--- src/sv/rtd_pkg.sv ---
// ----------------------------------------------------------------------------
// rtd_pkg
// Shared types, constants and the letter lookup of the triplet text decoder.
// ----------------------------------------------------------------------------
package rtd_pkg;

	localparam int RTD_FIFO_DEPTH = 4;
	localparam int TOKEN_W        = 15;
	localparam int LETTER_W       = 5;
	localparam int ALPHA_LEN      = 26;

	typedef enum logic [1:0] {
		PH_IDLE   = 2'd0,
		PH_TOKEN  = 2'd1,
		PH_ESCAPE = 2'd2,
		PH_RUN    = 2'd3
	} phase_t;

	typedef enum logic {
		CMD_LIT   = 1'b0,
		CMD_TOKEN = 1'b1
	} cmd_kind_t;

	// one decoded command; a literal or run uses value/count, a token uses token
	typedef struct packed {
		cmd_kind_t          kind;
		logic [TOKEN_W-1:0] token;
		logic [7:0]         value;
		logic [6:0]         count;
	} cmd_t;

	// A..Z, indices past the alphabet give zero
	function automatic logic [7:0] letter_of(input logic [LETTER_W-1:0] idx);
		logic [7:0] res;
		if (idx < LETTER_W'(ALPHA_LEN))
			res = 8'h41 + {3'b000, idx};
		else
			res = 8'h00;
		return res;
	endfunction

endpackage

--- src/sv/rtd_front.sv ---
// ----------------------------------------------------------------------------
// rtd_front
// Byte parser: tracks the code phase and turns bytes into decode commands.
// ----------------------------------------------------------------------------
module rtd_front (
	input  logic          clk,
	input  logic          arst_n,
	input  logic          take,
	input  logic [7:0]    in_byte,
	output logic          cmd_valid,
	output rtd_pkg::cmd_t cmd
);
	import rtd_pkg::*;

	phase_t     phase_q, phase_d;
	logic [7:0] held_q, held_d;

	always_ff @(posedge clk or negedge arst_n) begin
		if (!arst_n) begin
			phase_q <= PH_IDLE;
			held_q  <= 8'h00;
		end else if (take) begin
			phase_q <= phase_d;
			held_q  <= held_d;
		end
	end

	always_comb begin
		phase_d   = PH_IDLE;
		held_d    = held_q;
		cmd_valid = 1'b0;
		cmd.kind  = CMD_LIT;
		cmd.token = {held_q[6:0], in_byte};
		cmd.value = in_byte;
		cmd.count = 7'd1;
		case (phase_q)
			PH_IDLE: begin
				if (in_byte[7]) begin
					held_d  = in_byte;
					phase_d = PH_TOKEN;
				end else if (in_byte == 8'h00) begin
					phase_d = PH_ESCAPE;
				end else begin
					cmd_valid = take;
				end
			end
			PH_TOKEN: begin
				cmd.kind  = CMD_TOKEN;
				cmd_valid = take;
			end
			PH_ESCAPE: begin
				if (!in_byte[7]) begin
					held_d  = in_byte;
					phase_d = PH_RUN;
				end else begin
					cmd_valid = take;
				end
			end
			PH_RUN: begin
				// zero count: value byte is swallowed
				cmd.count = held_q[6:0];
				cmd_valid = take && (held_q[6:0] != 7'd0);
			end
			default: begin
				phase_d = PH_IDLE;
			end
		endcase
	end

endmodule

--- src/sv/rtd_fifo.sv ---
// ----------------------------------------------------------------------------
// rtd_fifo
// Short command queue between parser and result sequencer.
// ----------------------------------------------------------------------------
module rtd_fifo #(
	parameter int DEPTH = rtd_pkg::RTD_FIFO_DEPTH
) (
	input  logic          clk,
	input  logic          arst_n,
	input  logic          wr_en,
	input  rtd_pkg::cmd_t wr_data,
	input  logic          rd_en,
	output rtd_pkg::cmd_t rd_data,
	output logic          full,
	output logic          empty
);
	import rtd_pkg::*;

	localparam int PTR_W = (DEPTH > 1) ? $clog2(DEPTH) : 1;
	localparam int CNT_W = $clog2(DEPTH + 1);

	cmd_t             mem_q [DEPTH];
	logic [PTR_W-1:0] wr_ptr_q, rd_ptr_q;
	logic [CNT_W-1:0] cnt_q;

	function automatic logic [PTR_W-1:0] bump(input logic [PTR_W-1:0] p);
		logic [PTR_W-1:0] r;
		if (p == PTR_W'(DEPTH - 1))
			r = '0;
		else
			r = p + PTR_W'(1);
		return r;
	endfunction

	assign full    = (cnt_q == CNT_W'(DEPTH));
	assign empty   = (cnt_q == '0);
	assign rd_data = mem_q[rd_ptr_q];

	always_ff @(posedge clk) begin
		if (wr_en)
			mem_q[wr_ptr_q] <= wr_data;
	end

	always_ff @(posedge clk or negedge arst_n) begin
		if (!arst_n) begin
			wr_ptr_q <= '0;
			rd_ptr_q <= '0;
			cnt_q    <= '0;
		end else begin
			if (wr_en)
				wr_ptr_q <= bump(wr_ptr_q);
			if (rd_en)
				rd_ptr_q <= bump(rd_ptr_q);
			if (wr_en && !rd_en)
				cnt_q <= cnt_q + CNT_W'(1);
			else if (rd_en && !wr_en)
				cnt_q <= cnt_q - CNT_W'(1);
		end
	end

endmodule

--- src/sv/rtd_back.sv ---
// ----------------------------------------------------------------------------
// rtd_back
// Result sequencer: holds one command and emits its one or three beats.
// ----------------------------------------------------------------------------
module rtd_back (
	input  logic          clk,
	input  logic          arst_n,
	input  rtd_pkg::cmd_t q_data,
	input  logic          q_empty,
	output logic          q_pop,
	output logic          empty,
	input  logic          pop,
	output logic [7:0]    out_byte,
	output logic [6:0]    repeat_res,
	output logic          last
);
	import rtd_pkg::*;

	cmd_t       cur_q;
	logic       cur_valid_q;
	logic [1:0] step_q;
	logic       advance;
	logic [LETTER_W-1:0] idx;

	assign empty = !cur_valid_q;

	always_comb begin
		case (step_q)
			2'd0:    idx = cur_q.token[14:10];
			2'd1:    idx = cur_q.token[9:5];
			default: idx = cur_q.token[4:0];
		endcase
		if (cur_q.kind == CMD_TOKEN) begin
			out_byte   = letter_of(idx);
			repeat_res = 7'd1;
			last       = (step_q == 2'd2);
		end else begin
			out_byte   = cur_q.value;
			repeat_res = cur_q.count;
			last       = 1'b1;
		end
	end

	// slot frees when empty or its final beat leaves
	assign advance = !cur_valid_q || (pop && last);
	assign q_pop   = advance && !q_empty;

	always_ff @(posedge clk) begin
		if (q_pop)
			cur_q <= q_data;
	end

	always_ff @(posedge clk or negedge arst_n) begin
		if (!arst_n) begin
			cur_valid_q <= 1'b0;
			step_q      <= 2'd0;
		end else if (advance) begin
			cur_valid_q <= !q_empty;
			step_q      <= 2'd0;
		end else if (pop) begin
			step_q <= step_q + 2'd1;
		end
	end

endmodule

--- src/sv/rle_triplet_text_decompressor.sv ---
// ----------------------------------------------------------------------------
// rle_triplet_text_decompressor
// Decodes a run-length / letter-triplet byte stream into result beats.
// ----------------------------------------------------------------------------
//
//  channel | handshake          | payload
//  --------+--------------------+--------------------------------
//  input   | push / full        | in_byte[7:0]
//  result  | empty / pop        | out_byte[7:0] repeat_res[6:0] last
//
//  One input byte per cycle is taken while the command queue has room.
//  Literals, escapes and runs give one result beat (a run with a zero
//  count gives none); a token gives three, one per cycle while pop is
//  held, so the result side sets the rate. Runs leave as one beat
//  with the count in repeat_res; they are not expanded.
//  Reset (arst_n low) drops pending partial codes and queued commands.
//  Either side may stall freely: the queue of FIFO_DEPTH commands and the
//  sequencer's hold register decouple them.
//
module rle_triplet_text_decompressor #(
	parameter int FIFO_DEPTH = rtd_pkg::RTD_FIFO_DEPTH
) (
	input  logic       clk,
	input  logic       arst_n,
	input  logic       push,
	output logic       full,
	input  logic [7:0] in_byte,
	output logic       empty,
	input  logic       pop,
	output logic [7:0] out_byte,
	output logic [6:0] repeat_res,
	output logic       last
);
	import rtd_pkg::*;

	logic take;
	logic cmd_valid;
	cmd_t cmd;
	cmd_t q_data;
	logic q_full, q_empty, q_pop;

	// front stalls only on a full queue
	assign full = q_full;
	assign take = push && !q_full;

	rtd_front u_front (
		.clk       (clk),
		.arst_n    (arst_n),
		.take      (take),
		.in_byte   (in_byte),
		.cmd_valid (cmd_valid),
		.cmd       (cmd)
	);

	rtd_fifo #(
		.DEPTH (FIFO_DEPTH)
	) u_fifo (
		.clk     (clk),
		.arst_n  (arst_n),
		.wr_en   (cmd_valid),
		.wr_data (cmd),
		.rd_en   (q_pop),
		.rd_data (q_data),
		.full    (q_full),
		.empty   (q_empty)
	);

	rtd_back u_back (
		.clk        (clk),
		.arst_n     (arst_n),
		.q_data     (q_data),
		.q_empty    (q_empty),
		.q_pop      (q_pop),
		.empty      (empty),
		.pop        (pop),
		.out_byte   (out_byte),
		.repeat_res (repeat_res),
		.last       (last)
	);

	// a result beat never carries a zero count
	a_repeat_nonzero: assert property (@(posedge clk) disable iff (!arst_n)
		!empty |-> (repeat_res != 7'd0))
		else $error("result beat with zero repeat count");

	// a token's inner beat is always followed at once by the next letter
	a_token_continues: assert property (@(posedge clk) disable iff (!arst_n)
		(!empty && pop && !last) |=> !empty)
		else $error("token letters interrupted");

	// queue never claims full and empty together
	a_queue_sane: assert property (@(posedge clk) disable iff (!arst_n)
		!(q_full && q_empty))
		else $error("command queue full and empty");

	// nothing is queued from a byte that was refused
	a_no_write_on_full: assert property (@(posedge clk) disable iff (!arst_n)
		q_full |-> !cmd_valid)
		else $error("command written into full queue");

endmodule
--- config.mk ---
export PLATFORM = sky130hd
export DESIGN_NAME = rle_triplet_text_decompressor
export DESIGN_NICKNAME = d
export VERILOG_FILES = /design/src/sv/rtd_pkg.sv /design/src/sv/rtd_front.sv /design/src/sv/rtd_fifo.sv /design/src/sv/rtd_back.sv /design/src/sv/rle_triplet_text_decompressor.sv
export SDC_FILE = /design/constraint.sdc
export NUM_CORES = 1
export LEC_CHECK = 0
export ABC_AREA = 0
export BUFFER_PORTS_ARGS = -buffer_cell sky130_fd_sc_hd__buf_2
export CAP_MARGIN = 15
export CORE_UTILIZATION = 29
export DETAILED_ROUTE_END_ITERATION = 6
export HOLD_SLACK_MARGIN = 0.08
export PLACE_DENSITY = 0.47
export SLEW_MARGIN = 20
export SYNTH_ARGS = -nofsm -noshare
export SYNTH_HDL_FRONTEND = slang
export SYNTH_SLANG_ARGS = --single-unit
--- constraint.sdc ---
create_clock -name clk -period 8.75 [get_ports clk]
set_input_delay 0 -clock clk [delete_from_list [all_inputs] [get_ports clk]]
set_output_delay 0 -clock clk [all_outputs]
set_load 0.01 [all_outputs]
* Yosys cells after proc, flatten, opt, wreduce, memory -nomap -nowiden
Memories as Yosys holds them, arrays and structs flattened. A register that Yosys moved wholly into a read port is not among the register bits. Cells that the tools add are included.
Cells by class: $add $sub $neg 6, order comparisons 1, equality and inequality tests 10, multiplexer cells 26, reduce and logical (&&, ||, !) cells 21
Operators with widths (count):
- $mux 7 | 4
- $mux 8 | 2
- $mux 2 | 7
- $pmux 7 s2 | 1
- $eq 2x2->1 const B | 5
- $pmux 5 s2 | 1
- $add 7x5->8 const A | 1
- $logic_not 8->1 | 1
- $mux 1 | 7
- $reduce_bool 7->1 | 1
- $add 2x1->2 const B | 3
- $logic_and 1x1->1 | 6
- $mux 3 | 2
- $reduce_bool 2->1 | 3
- $logic_not 1->1 | 5
- $lt 5x5->1 const B | 1
- $eq 2x1->1 const B | 2
- $logic_not 2->1 | 2
- $ne 2x2->1 const B | 2
- $pmux 1 s4 | 1
- $pmux 2 s2 | 1
- $reduce_and 4->1 | 1
- $add 3x1->3 const B | 1
- $eq 3x3->1 const B | 1
- 3 further kinds | 3
Storage, ports and cells: bits in registers 19, memory bits (writable) 124, bits of input ports 12, output and inout bits 18, word-level logic and storage cells 72, memories 1
Memories:
- u_fifo.mem_q | depth 4, width 31, read ports 1, clocked after Yosys merged registers in 1, write ports 1, line rtd_fifo.sv:22 | cmd_t mem_q [DEPTH];

* Longest topological paths before layout
word-level depth 10, depth in mapped cells 12, gate-level depth less buffers 12

* Modules after synthesis
A second synthesis with hierarchy kept.
Unflattened totals: cells, all modules 352, area, all modules 6942.9 sq um
By module, submodules not included:
- rtd_fifo | times used 1, cells each 199, area an instance 4932.2 sq um, seq. area each 3898.7 sq um
- rtd_back | times used 1, cells each 93, area an instance 1392.6 sq um, seq. area each 1006.0 sq um
- rtd_front | times used 1, cells each 59, area an instance 604.3 sq um, seq. area each 225.2 sq um
- rle_triplet_text_decompressor | times used 1, cells each 1, area an instance 13.8 sq um, seq. area each 0.0 sq um

* Worst setup path after synthesis
No wires, ideal clock.
path kind reg2reg, start register u_back.step_q[0], end register u_fifo.cnt_q[1], setup time 0.125 ns, arrival 3.276 ns, required time 8.625 ns, slack 5.349 ns, cell stages (with the launch flop) 11, path buffers 0, period minus slack after synthesis 3.401 ns, path through dfrtp_1 > inv_1 > ha_1 > nand2b_1 > nand2_1 > a21oi_1 > inv_1 > ha_1 > inv_1 > fa_1 > mux2_2
Between the ends: longest elaborated chain between the ends 8, elaborated cells on any way between the ends 10, those cells by class eq/ne (1); mux (2); reduce/logical (7)
RTL lines:
- start: declaration | line rtd_back.sv:21 | logic [1:0] step_q;
- start signal: assignment | line rtd_back.sv:61 | step_q <= step_q + 2'd1;
- $eq 2x2->1 (*) | line rtd_back.sv:36 | last = (step_q == 2'd2);
- $mux 1 (*) | line rtd_back.sv:33 | if (cur_q.kind == CMD_TOKEN) begin
- via last | line rle_triplet_text_decompressor.sv:32 | output logic last
- $logic_and 1x1->1 (*) | line rtd_back.sv:45 | assign advance = !cur_valid_q || (pop && last);
- $logic_or 1x1->1 (*) | line rtd_back.sv:45
- $logic_and 1x1->1 (*) | line rtd_back.sv:46 | assign q_pop = advance && !q_empty;
- via q_pop | line rle_triplet_text_decompressor.sv:40 | logic q_full, q_empty, q_pop;
- $logic_not 1->1 | line rtd_fifo.sv:54 | if (wr_en && !rd_en)
- $logic_and 1x1->1 | line rtd_fifo.sv:54
- $mux 3 or $reduce_bool 2->1 (tied branches)
- end signal: assignment | line rtd_fifo.sv:55 | cnt_q <= cnt_q + CNT_W'(1);
- end signal: assignment | line rtd_fifo.sv:57 | cnt_q <= cnt_q - CNT_W'(1);
- end: declaration | line rtd_fifo.sv:24 | logic [CNT_W-1:0] cnt_q;
Mark *: on every way through the listed nets, which the timed path passes. The rest lies on a longest branch. A chain may end at the register's enable or synchronous reset.

* Final worst setup path
start register u_front.phase_q[1], end register u_fifo.cnt_q[1]
Between the ends: longest elaborated chain between the ends 5, elaborated cells on any way between the ends 10, those cells by class eq/ne (3); mux (2); reduce/logical (5)
RTL lines:
- start: declaration | line rtd_front.sv:15 | phase_t phase_q, phase_d;
- start signal: assignment | line rtd_front.sv:23 | phase_q <= phase_d;
- $eq 2x2->1, or another cell as far along | line rtd_front.sv:36 | case (phase_q)
- $pmux 1 s4 (*) | line rtd_front.sv:36
- via cmd_valid | line rle_triplet_text_decompressor.sv:37 | logic cmd_valid;
- $logic_not 1->1 | line rtd_fifo.sv:56 | else if (rd_en && !wr_en)
- $logic_and 1x1->1 | line rtd_fifo.sv:56
- $reduce_bool 2->1 (no source line)
Marks and branches as above.

==> metrics.md <==
| Metric | Value |
|---|---|
| Outcome | complete, no violations |
| Crit path time final | 2.660 ns |
| Slew margin rel. | 0.5326 |
| Most frequent cells in the layout | 115 x edfxtp_1, 29 x buf_2, 23 x mux4_2 |
| Port Buffer Count | 29 |
| Critical Path, Cell by Cell | or4b_1 -> o21ai_1 -> o21ai_1 -> o21bai_2 -> inv_1 -> ha_1 -> inv_1 -> fa_1 -> mux2_2 |
| Die H | 137.9 microns |
| Commonest non-fill, non-tap cell in the layout | edfxtp_1 |
| Largest net degree at the start of global routing | 27 |
| Final Setup Violations | 0 |
| Leak pwr | 0.002297 uW |
| WL/cell | 18.48 microns |
| Synth cell types | 42 |
| Initial core utilization | 0.2971 |
| Critical Path Sink Type | register |
| Final hold vios | 0 |
| Async SR Flop Fraction | 0.1418 |
| Count of cells resized by post-cts repair | 0 |
| Syn Area/Cell | between 15 and 20 sq um |
| Fmax | 0.3760 GHz |
| Number of synthesized flops with an enable pin | 115 |
| CP startpoint | u_front.phase_q[1]$_DFFE_PN0N_ |
| Max incr delay on CP | 0.54 ns |
| Final #Nets | 362 |
| Internal power | roughly 1700 uW |
| FF-to-FF path depth | 9 |
| Syn. warnings | 0 |
| # rows | 49 |
| Required time of the critical path | just over 9 ns |
| Period utilization | 0.3039 |
| Critical Path Start Type | register |
| DRT antenna net count | 0 |
| DRC violations left | 0 |
| Postcts setup bufs | 0 |
| Clock insertion delay at the later pin of the skew report | 0.41 ns |
| DR pass1 iterations | 4 |
| IO Pins | 30 |
| # diodes | 0 |
| Remaining Overflow, GRT | 0 |
| Synth Flop Type | edfxtp_1 |
| Area growth syn-to-layout | 21.99% |
| Worst vdd ir | 0.1456 mV |
| Seq pwr share | 0.420 |
| Layout Skew | approximately 0.0069 ns |
| Tot Pwr | roughly 2400 uW |
| #FFs+latches synth | around 130 |
| Fillers | 1694 |
| Total wire length | 10740 microns |
| Fraction of layout cells with a size suffix above 1 | 0.2955 |
| Synth Cell Area | 5355 sq um |
| Seq/Total Area, Yosys | 0.7336 |
| Clock Path Buffers | 2 |
| Sw Pwr | 702.1 uW |
| Initial antenna violation count | 0 |
| Die area | 19010 sq um |
| Combinational Power Share | 0.259 |
| FF-to-FF Start | u_front.phase_q[1]$_DFFE_PN0N_ |
| TritonCTS clock tree | built |
| Critical setup path kind | reg2reg |
| RR Endpoint | u_fifo.cnt_q[1]$_DFFE_PN0P_ |
| Global placer's final weighted congestion | 0.7248 |
| Clk Tree Root Cell | clkbuf_16 |
| PwrDens | ~370 nW/um^2 |
| Clock slew at reported path FFs | 0.06 ns |
| CTS HTree Levels | 4 |
| First-pass GRT wire length | 16640 microns |
| Worst Max-Slew Pin Slew | 0.6972 ns |
| CP max FO | 14 |
| DIE WIDTH | 137.9 microns |
| Max Cap Violations | 0 |
| Placeable Area | 18020 sq um |
| Clock share of power | 0.321 |
| Vias in the first global route | between 2000 and 3000 |
| Initial drt markers | 150 |
| Detail-routed via count per cell | 4.542 |
| RSZ-0062 raised after global routing | no |
| Total GRT Usage | 0.1265 |
| Syn Inst Count | ~290 |
| Setup slack, reg-to-reg | 6.09 ns |
| Net switching fraction of the power | 0.2904 |
| Via count | 2639 |
| TNS Setup | 0 ns |
| Total CTS buffers | 17 |
| Syn nets | 310 |
| Max-slew violations | 0 |
| DP HPWL | around 6700 microns |
| Clock sink count | roughly 130 |
| CTS Hold Bufs | 11 |
| Hold crit path type | in2async |
| Critical path arrival | 2.96 ns |
| Slowest stage cell, crit path | dfrtp_1 |
==> metrics by stage <==
stage	instances	area (sq um)	hold WS, ns	utilization	setup WS [ns]
2_1_floorplan	287	5355	-0.2956	-	5.349
3_3_place_gp	538	5774	-0.008240	0.3204	6.093
3_5_place_dp	538	5774	-0.003272	0.3204	6.051
4_1_cts	581	6533	0.08719	0.3624	6.043
5_1_grt	581	6533	0.1365	0.3624	5.872
6_report	581	6533	0.07380	0.3624	6.090
==> final cells by class <==
class	instances	area [sq um]	share of cell area
Inverter	14	52.55	0.008044
Tap cell	229	286.5	0.04386
Multi-Input combinational cell	128	1331	0.2038
Clock inverter	10	173.9	0.02662
Clock buffer	22	474.2	0.07259
Timing Repair Buffer	44	285.3	0.04367
Sequential cell	134	3929	0.6014
==> cell usage after synthesis (4+ instances only) <==
master,count,area [sq um]
a22oi_1,4,30.03
inv_1,14,52.55
mux2_2,12,135.1
and3_1,6,37.54
edfxtp_1,115,3453
nand2_1,6,22.52
dfrtp_1,19,475.5
o22ai_1,5,31.28
ha_1,10,125.1
mux4_2,23,518.0
clkbuf_1,7,26.28
nor2b_1,9,56.30
buf_2,4,20.02
nor2_1,7,26.28
o31ai_1,4,30.03
==> power by group through the flow <==
stage	clock [uW]	combinational [uW]	sequential, uW
after CTS	792	644	1020
after floorplan	0	469	969
after global placement	0	632	1020
final	776	627	1010
after detailed placement	0	636	1030
after global routing	817	694	1040
==> worst max-delay path by stage <==
stage | endpoint | slack (ns) | cells after the start
floorplan | u_fifo.cnt_q[1]$_DFFE_PN0P_ | 5.35 | 10
global placement | u_fifo.cnt_q[1]$_DFFE_PN0P_ | 6.09 | 9
detailed placement | u_fifo.cnt_q[1]$_DFFE_PN0P_ | 6.05 | 9
CTS | u_fifo.cnt_q[1]$_DFFE_PN0P_ | 6.04 | 9
global route | u_fifo.cnt_q[2]$_DFFE_PN0P_ | 5.87 | 11
finish | u_fifo.cnt_q[1]$_DFFE_PN0P_ | 6.09 | 9
==> critical path: cells and delay by family, from the launching register on <==
family                     cells  cell delay (ns)
adders and majority gates      2             0.62
DFF                            1             0.54
AOI/OAI and AO/OA              3             0.52
and+or+nand+nor                1             0.46
muxes                          1             0.26
buffers and inverters          2             0.15
==> cells by family after synthesis <==
| logic type | share of synthesized area |
|---|---|
| simple gates | 0.05351 |
| buf+inv | 0.01846 |
| fa+ha+maj | 0.02710 |
| flops | 0.7336 |
| mux | 0.1220 |
| compound gates | 0.03552 |
| xor+xnor | 0.009815 |
==> flip-flops by register name (all words and copies together), names as in the netlist <==
name / count
u_fifo.mem_q: 92
u_back.cur_q: 23
u_front.held_q: 7
u_fifo.cnt_q: 3
u_back.step_q: 2
u_fifo.rd_ptr_q: 2
u_fifo.wr_ptr_q: 2
u_front.phase_q: 2
u_back.cur_valid_q: 1
==> layer usage <==
metal | global-route usage | wire, microns | part of all wire
met5 | 0 | 0 | 0
met2 | 0.1978 | 5221 | 0.49
met1 | 0.1620 | 4929 | 0.46
met4 | 0.04589 | 142 | 0.013
met3 | 0.04386 | 444 | 0.041
Power figures use the tool's default switching activity.
